===== config.mk =====
export PLATFORM = sky130hd
export DESIGN_NAME = apc_div
export DESIGN_NICKNAME = d
export VERILOG_FILES = /design/src/hw/rtl/annulus_pixel_coverage_core_assert.svh /design/src/hw/rtl/apc_div.sv
export SDC_FILE = /design/constraint.sdc
export NUM_CORES = 2
export LEC_CHECK = 0
export BUFFER_PORTS_ARGS = -buffer_cell sky130_fd_sc_hd__buf_4
export CORE_MARGIN = 8
export CORE_UTILIZATION = 55
export CTS_BUF_LIST = sky130_fd_sc_hd__clkbuf_4 sky130_fd_sc_hd__clkbuf_8
export DETAILED_ROUTE_END_ITERATION = 8
export GPL_TIMING_DRIVEN = 0
export PLACE_DENSITY_LB_ADDON = 0.05
export REMOVE_ABC_BUFFERS = 1
export SYNTH_ARGS = -nofsm -noshare
export SYNTH_HDL_FRONTEND = slang
export SYNTH_SLANG_ARGS = --single-unit

===== constraint.sdc =====
create_clock -name clock -period 8.3 [get_ports clock]
set_input_delay 0 -clock clock [delete_from_list [all_inputs] [get_ports clock]]
set_output_delay 0 -clock clock [all_outputs]
set_load 0.02 [all_outputs]

===== src/hw/rtl/annulus_pixel_coverage_core_assert.svh =====
// assertion macros shared by the annulus pixel coverage design
`ifndef ANNULUS_PIXEL_COVERAGE_CORE_ASSERT_SVH
`define ANNULUS_PIXEL_COVERAGE_CORE_ASSERT_SVH

// consequence must hold in the same cycle as the antecedent
`define APC_ASSERT_SAME(lbl, clk, rst, ante, cons, msg) \
   lbl: assert property (@(posedge clk) disable iff (rst) (ante) |-> (cons)) \
      else $error(msg);

// consequence must hold in the cycle after the antecedent
`define APC_ASSERT_NEXT(lbl, clk, rst, ante, cons, msg) \
   lbl: assert property (@(posedge clk) disable iff (rst) (ante) |=> (cons)) \
      else $error(msg);

`endif


===== src/hw/rtl/apc_div.sv =====
// pipelined restoring divider, one quotient bit per stage, with sideband
module apc_div #(
   parameter int DW = 32,
   parameter int QW = 17,
   parameter int SW = 1
) (
   input  logic          clock,
   input  logic          reset,
   input  logic          en,
   input  logic          start_vld,
   input  logic [DW-1:0] start_hi,
   input  logic [QW-1:0] start_lo,
   input  logic [DW-1:0] start_div,
   input  logic [SW-1:0] start_side,
   output logic          done_vld,
   output logic [QW-1:0] done_quo,
   output logic [SW-1:0] done_side
);

   logic          vld_ff  [QW];
   logic [DW-1:0] rem_ff  [QW];
   logic [QW-1:0] ql_ff   [QW];
   logic [DW-1:0] div_ff  [QW];
   logic [SW-1:0] side_ff [QW];

   for (genvar k = 0; k < QW; k++) begin : g_step
      logic          vld_cur;
      logic [DW-1:0] rem_cur;
      logic [DW-1:0] div_cur;
      logic [QW-1:0] ql_cur;
      logic [SW-1:0] side_cur;
      logic [DW:0]   trial;
      logic          ge;
      logic [DW-1:0] rem_in;
      logic [QW-1:0] ql_in;

      if (k == 0) begin : g_head
         assign vld_cur = start_vld;
         assign rem_cur = start_hi;
         assign ql_cur = start_lo;
         assign div_cur = start_div;
         assign side_cur = start_side;
      end else begin : g_tail
         assign vld_cur = vld_ff[k-1];
         assign rem_cur = rem_ff[k-1];
         assign ql_cur = ql_ff[k-1];
         assign div_cur = div_ff[k-1];
         assign side_cur = side_ff[k-1];
      end

      // bring down the next dividend bit and try the subtraction
      assign trial = {rem_cur, ql_cur[QW-1]};
      assign ge = trial >= {1'b0, div_cur};
      assign rem_in = ge ? DW'(trial - {1'b0, div_cur}) : trial[DW-1:0];
      assign ql_in = {ql_cur[QW-2:0], ge};

      always_ff @(posedge clock) begin
         if (reset) begin
            vld_ff[k] <= 1'b0;
         end else if (en) begin
            vld_ff[k] <= vld_cur;
         end
      end

      always_ff @(posedge clock) begin
         if (en) begin
            rem_ff[k] <= rem_in;
            ql_ff[k] <= ql_in;
            div_ff[k] <= div_cur;
            side_ff[k] <= side_cur;
         end
      end
   end

   assign done_vld = vld_ff[QW-1];
   assign done_quo = ql_ff[QW-1];
   assign done_side = side_ff[QW-1];

endmodule


==> results.md <==
- Outcome: complete, no violations
- GRT Overall Usage: 22.0%
- Worst Hold Depth: 5
- Hold EP: ql_ff[0][0]
- Final period utilization: 59.0%
- Global Route met3 Usage: 3.14%
- CTS tree: done
- Final WL: 166000 um
- Final setup fails: 0
- Core Footprint: 135000 sq um
- Routability cong.: 0.935
- Met2 Use GR: 44.4%
- CP Capture Type: flip-flop
- Worst setup SP type: flip-flop
- Hold Path Origin: start_hi[31]
- CTS Buffer Depth: 3
- Post-Layout Inst Area: 84300 sq um
- Worst VDD drop: 0.000154 V
- Cell variety after synth: 80
- Synth cell count leaders: 1347 x edfxtp_1, 657 x inv_1, 576 x a21oi_1
- Initial antenna violation count: 4
- Vias per cell: 5.65
- DRT iter0 DRCs: 2269
- Pwr Total: 0.0311 W
- Post-synth top flop: edfxtp_1
- CTS resizes: 0
- H-Tree Depth: 4
- CP Max Fanout: 25
- Slowest stage delay, CP: 0.86 ns
- Synth area leader: edfxtp_1
- Mean post-synth cell area: 11.5 sq um
- WL/cell: 18.7 um
- Synth async-reset ratio: 0%
- DRT antenna net count: 0
- # rows: 135
- Area share of the leading cell type in the synthesized netlist: 54.2%
- GR peak layer: met2
- Slew HR: 16.9%
- Number of port buffers: 104
- Worst skew pair latency: 0.95 ns
- I/O pins: 105
- Clock Skew: 0.0634 ns
- Hpwl dp: 125000 um
- Post-synthesis cell area: 74600 sq um
- Area contributors post-synth: edfxtp_1 54%, ha_1 9.1%, a21oi_1 3.9%
- Yosys reg bits: 1347
- Unrepaired setup endpoints after global routing: false
- Sequential element share of the synthesized area: 54.2%
- Worst path cell trace: inv_1 > ha_1 > nor2b_1 > o2111ai_1 > nand3_1 > a21oi_1 > o21ai_0 > o41ai_1 > o21ai_0 > a31o_2 > a31oi_4 > buf_12 > mux2_2
- Pwr Density: 369 nW/um^2
- Area after DPL: 77700 sq um
- Synthesis warning total: 0
- Slowest CP cell: o41ai_1
- Max Cap Viol: 0
- Remaining DRCs: 0
- Synthesis-to-finish area growth: 13.0%
- Global Route met1 Usage: 20.0%
- Pins Over Slew Limit: 0
- Root Buffer Master: clkbuf_8
- Arr. time, crit path: 5.54 ns
- Tightest Pin Transition: 1.24 ns
- FF-to-FF setup slack: 3.40 ns
- Vias in the first global route: 51800
- Largest net degree at the start of global routing: 191
- Top-count cell post-synth: edfxtp_1
- Most frequent CP cell: o21ai_0
- Remaining global-route overflow: 0
- P_leak: 34.5 nW
- Fin crit period: 4.90 ns
- Fillers: 10700
- Die area: 148000 sq um
- First-pass GRT wire length: 260000 um
- Number of synthesized flops with an enable pin: 1347
- Synth Instances: 6494
- Height of the die: 384 um
- Vias: 50100
- Nets: 7556
- Fmax: 204 MHz
- Clock sinks: 1347
- RR Startpoint: div_ff[0][161]
- Die width: 384 um
- R2r endpoint: rem_ff[0][208]
- DR pass1 iterations: 6
- Cts bufs inserted: 222
- Final Hold Vio Count: 0
- Hold crit path type: input port to flip-flop
- Starting Density: 55.2%
- Worst-path clk slew: 0.06 ns
- Ratio of cells with drive above 1 in the final layout: 10.8%
- Worst path required time: 8.94 ns
- Type of the worst setup path: flip-flop to flip-flop
- Reg2reg path depth: 13
==> how the worst max path moves through the flow <==
stage	from	to	slack [ns]	cells past startpoint
after floorplan	rem_ff[0][360]	ql_ff[1][68]	2.18	9
after global placement	en	vld_ff[13]	-4.79	2
after detailed placement	div_ff[0][161]	rem_ff[0][196]	3.48	13
after CTS	div_ff[0][161]	rem_ff[0][208]	3.43	13
after global routing	div_ff[0][161]	rem_ff[0][207]	3.21	13
final	div_ff[0][161]	rem_ff[0][208]	3.40	13
==> area by class of cell <==
type	instances	area [sq um]	share of cell area, %
diodes	6	15.0	0.0178
clock buffers	294	3600	4.26
clock inverters	97	704	0.835
inverters	657	2470	2.92
multi-input cells	4324	31200	37.0
flip-flops and latches	1347	40400	48.0
well taps	1781	2230	2.64
repair buffers	358	3650	4.33
==> through the flow <==
stage / util [%] / std cells / worst slack (ns) / TNS, ns / hold slack [ns]
finish: 62.4 / 8864 / 3.40 / 0 / 0.185
floorplan: - / 6328 / 2.18 / 0 / 0.0989
global placement: 57.0 / 8213 / -4.79 / -5581.99 / 0.178
CTS: 62.4 / 8858 / 3.43 / 0 / 0.0926
global route: 62.4 / 8859 / 3.21 / 0 / 0.126
detailed placement: 57.5 / 8241 / 3.48 / 0 / 0.179
==> sequential cells by signal (all words and copies together) (netlist names) <==
name / flops
vld_ff: 17
ql_ff: 289
div_ff: 512
side_ff: 17
rem_ff: 512
==> kinds of logic (layout without fill, tap and decap cells) <==
group / count (synthesis) / count (layout) / synth area share [%]
AO/OA/AOI/OAI: 1739 / 1739 / 14.6
AND/OR/NAND/NOR: 1350 / 1350 / 8.69
flip-flops: 1347 / 1347 / 54.2
buffers and inverters: 823 / 1406 / 4.21
adder cells (fa/ha/maj): 560 / 560 / 9.55
XOR/XNOR: 428 / 428 / 5.02
multiplexers: 247 / 247 / 3.69
other: 0 / 6 / 0
==> where the power goes <==
group | internal (W) | switching (W) | total (W)
combinational | 0.00657 | 0.00808 | 0.0146
clock | 0.00299 | 0.00264 | 0.00562
sequential | 0.00998 | 0.000877 | 0.0109
==> worst max-delay path: cells and delay by family, from the launching register on <==
family | cells | cell delay, ns
and+or+nand+nor | 2 | 0.37
buffers and inverters | 2 | 0.32
DFF | 1 | 0.43
muxes | 1 | 0.36
adders and majority gates | 1 | 0.23
AOI/OAI and AO/OA | 7 | 2.89
==> cells in the final DEF, fill, tap and decap left out, types with 52 or more instances in the layout <==
master	synthesis	layout
clkinv_1	0	52
ha_1	544	544
buf_4	4	103
a31oi_1	55	53
nand4_1	82	82
and3_1	58	58
nand3_1	120	120
nor3_1	65	65
a21oi_1	576	576
clkbuf_8	0	222
o21ai_0	379	378
edfxtp_1	1347	1347
a21o_1	267	267
o21a_1	92	92
dlygate4sd3_1	0	226
nand2b_1	71	71
xnor2_1	271	271
clkbuf_4	0	72
nand2_1	389	389
inv_1	657	657
mux2_2	222	222
nor2b_1	73	73
nor2_1	334	333
xor2_1	157	157
==> repair_timing <==
item                                    4_1_cts  5_1_grt
hold buffers                                226        0
hold endpoints to repair                    294        0
endpoints found under the setup margin        0        0
setup buffers                                 0        0
==> routing by layer <==
layer  vias to the layer above  wire length, um
met4                         0            11900
met5                         -                0
met3                       529             4940
li1                      24800                -
met2                      1064            91600
met1                     23700            57200
Power figures use the tool's default switching activity.
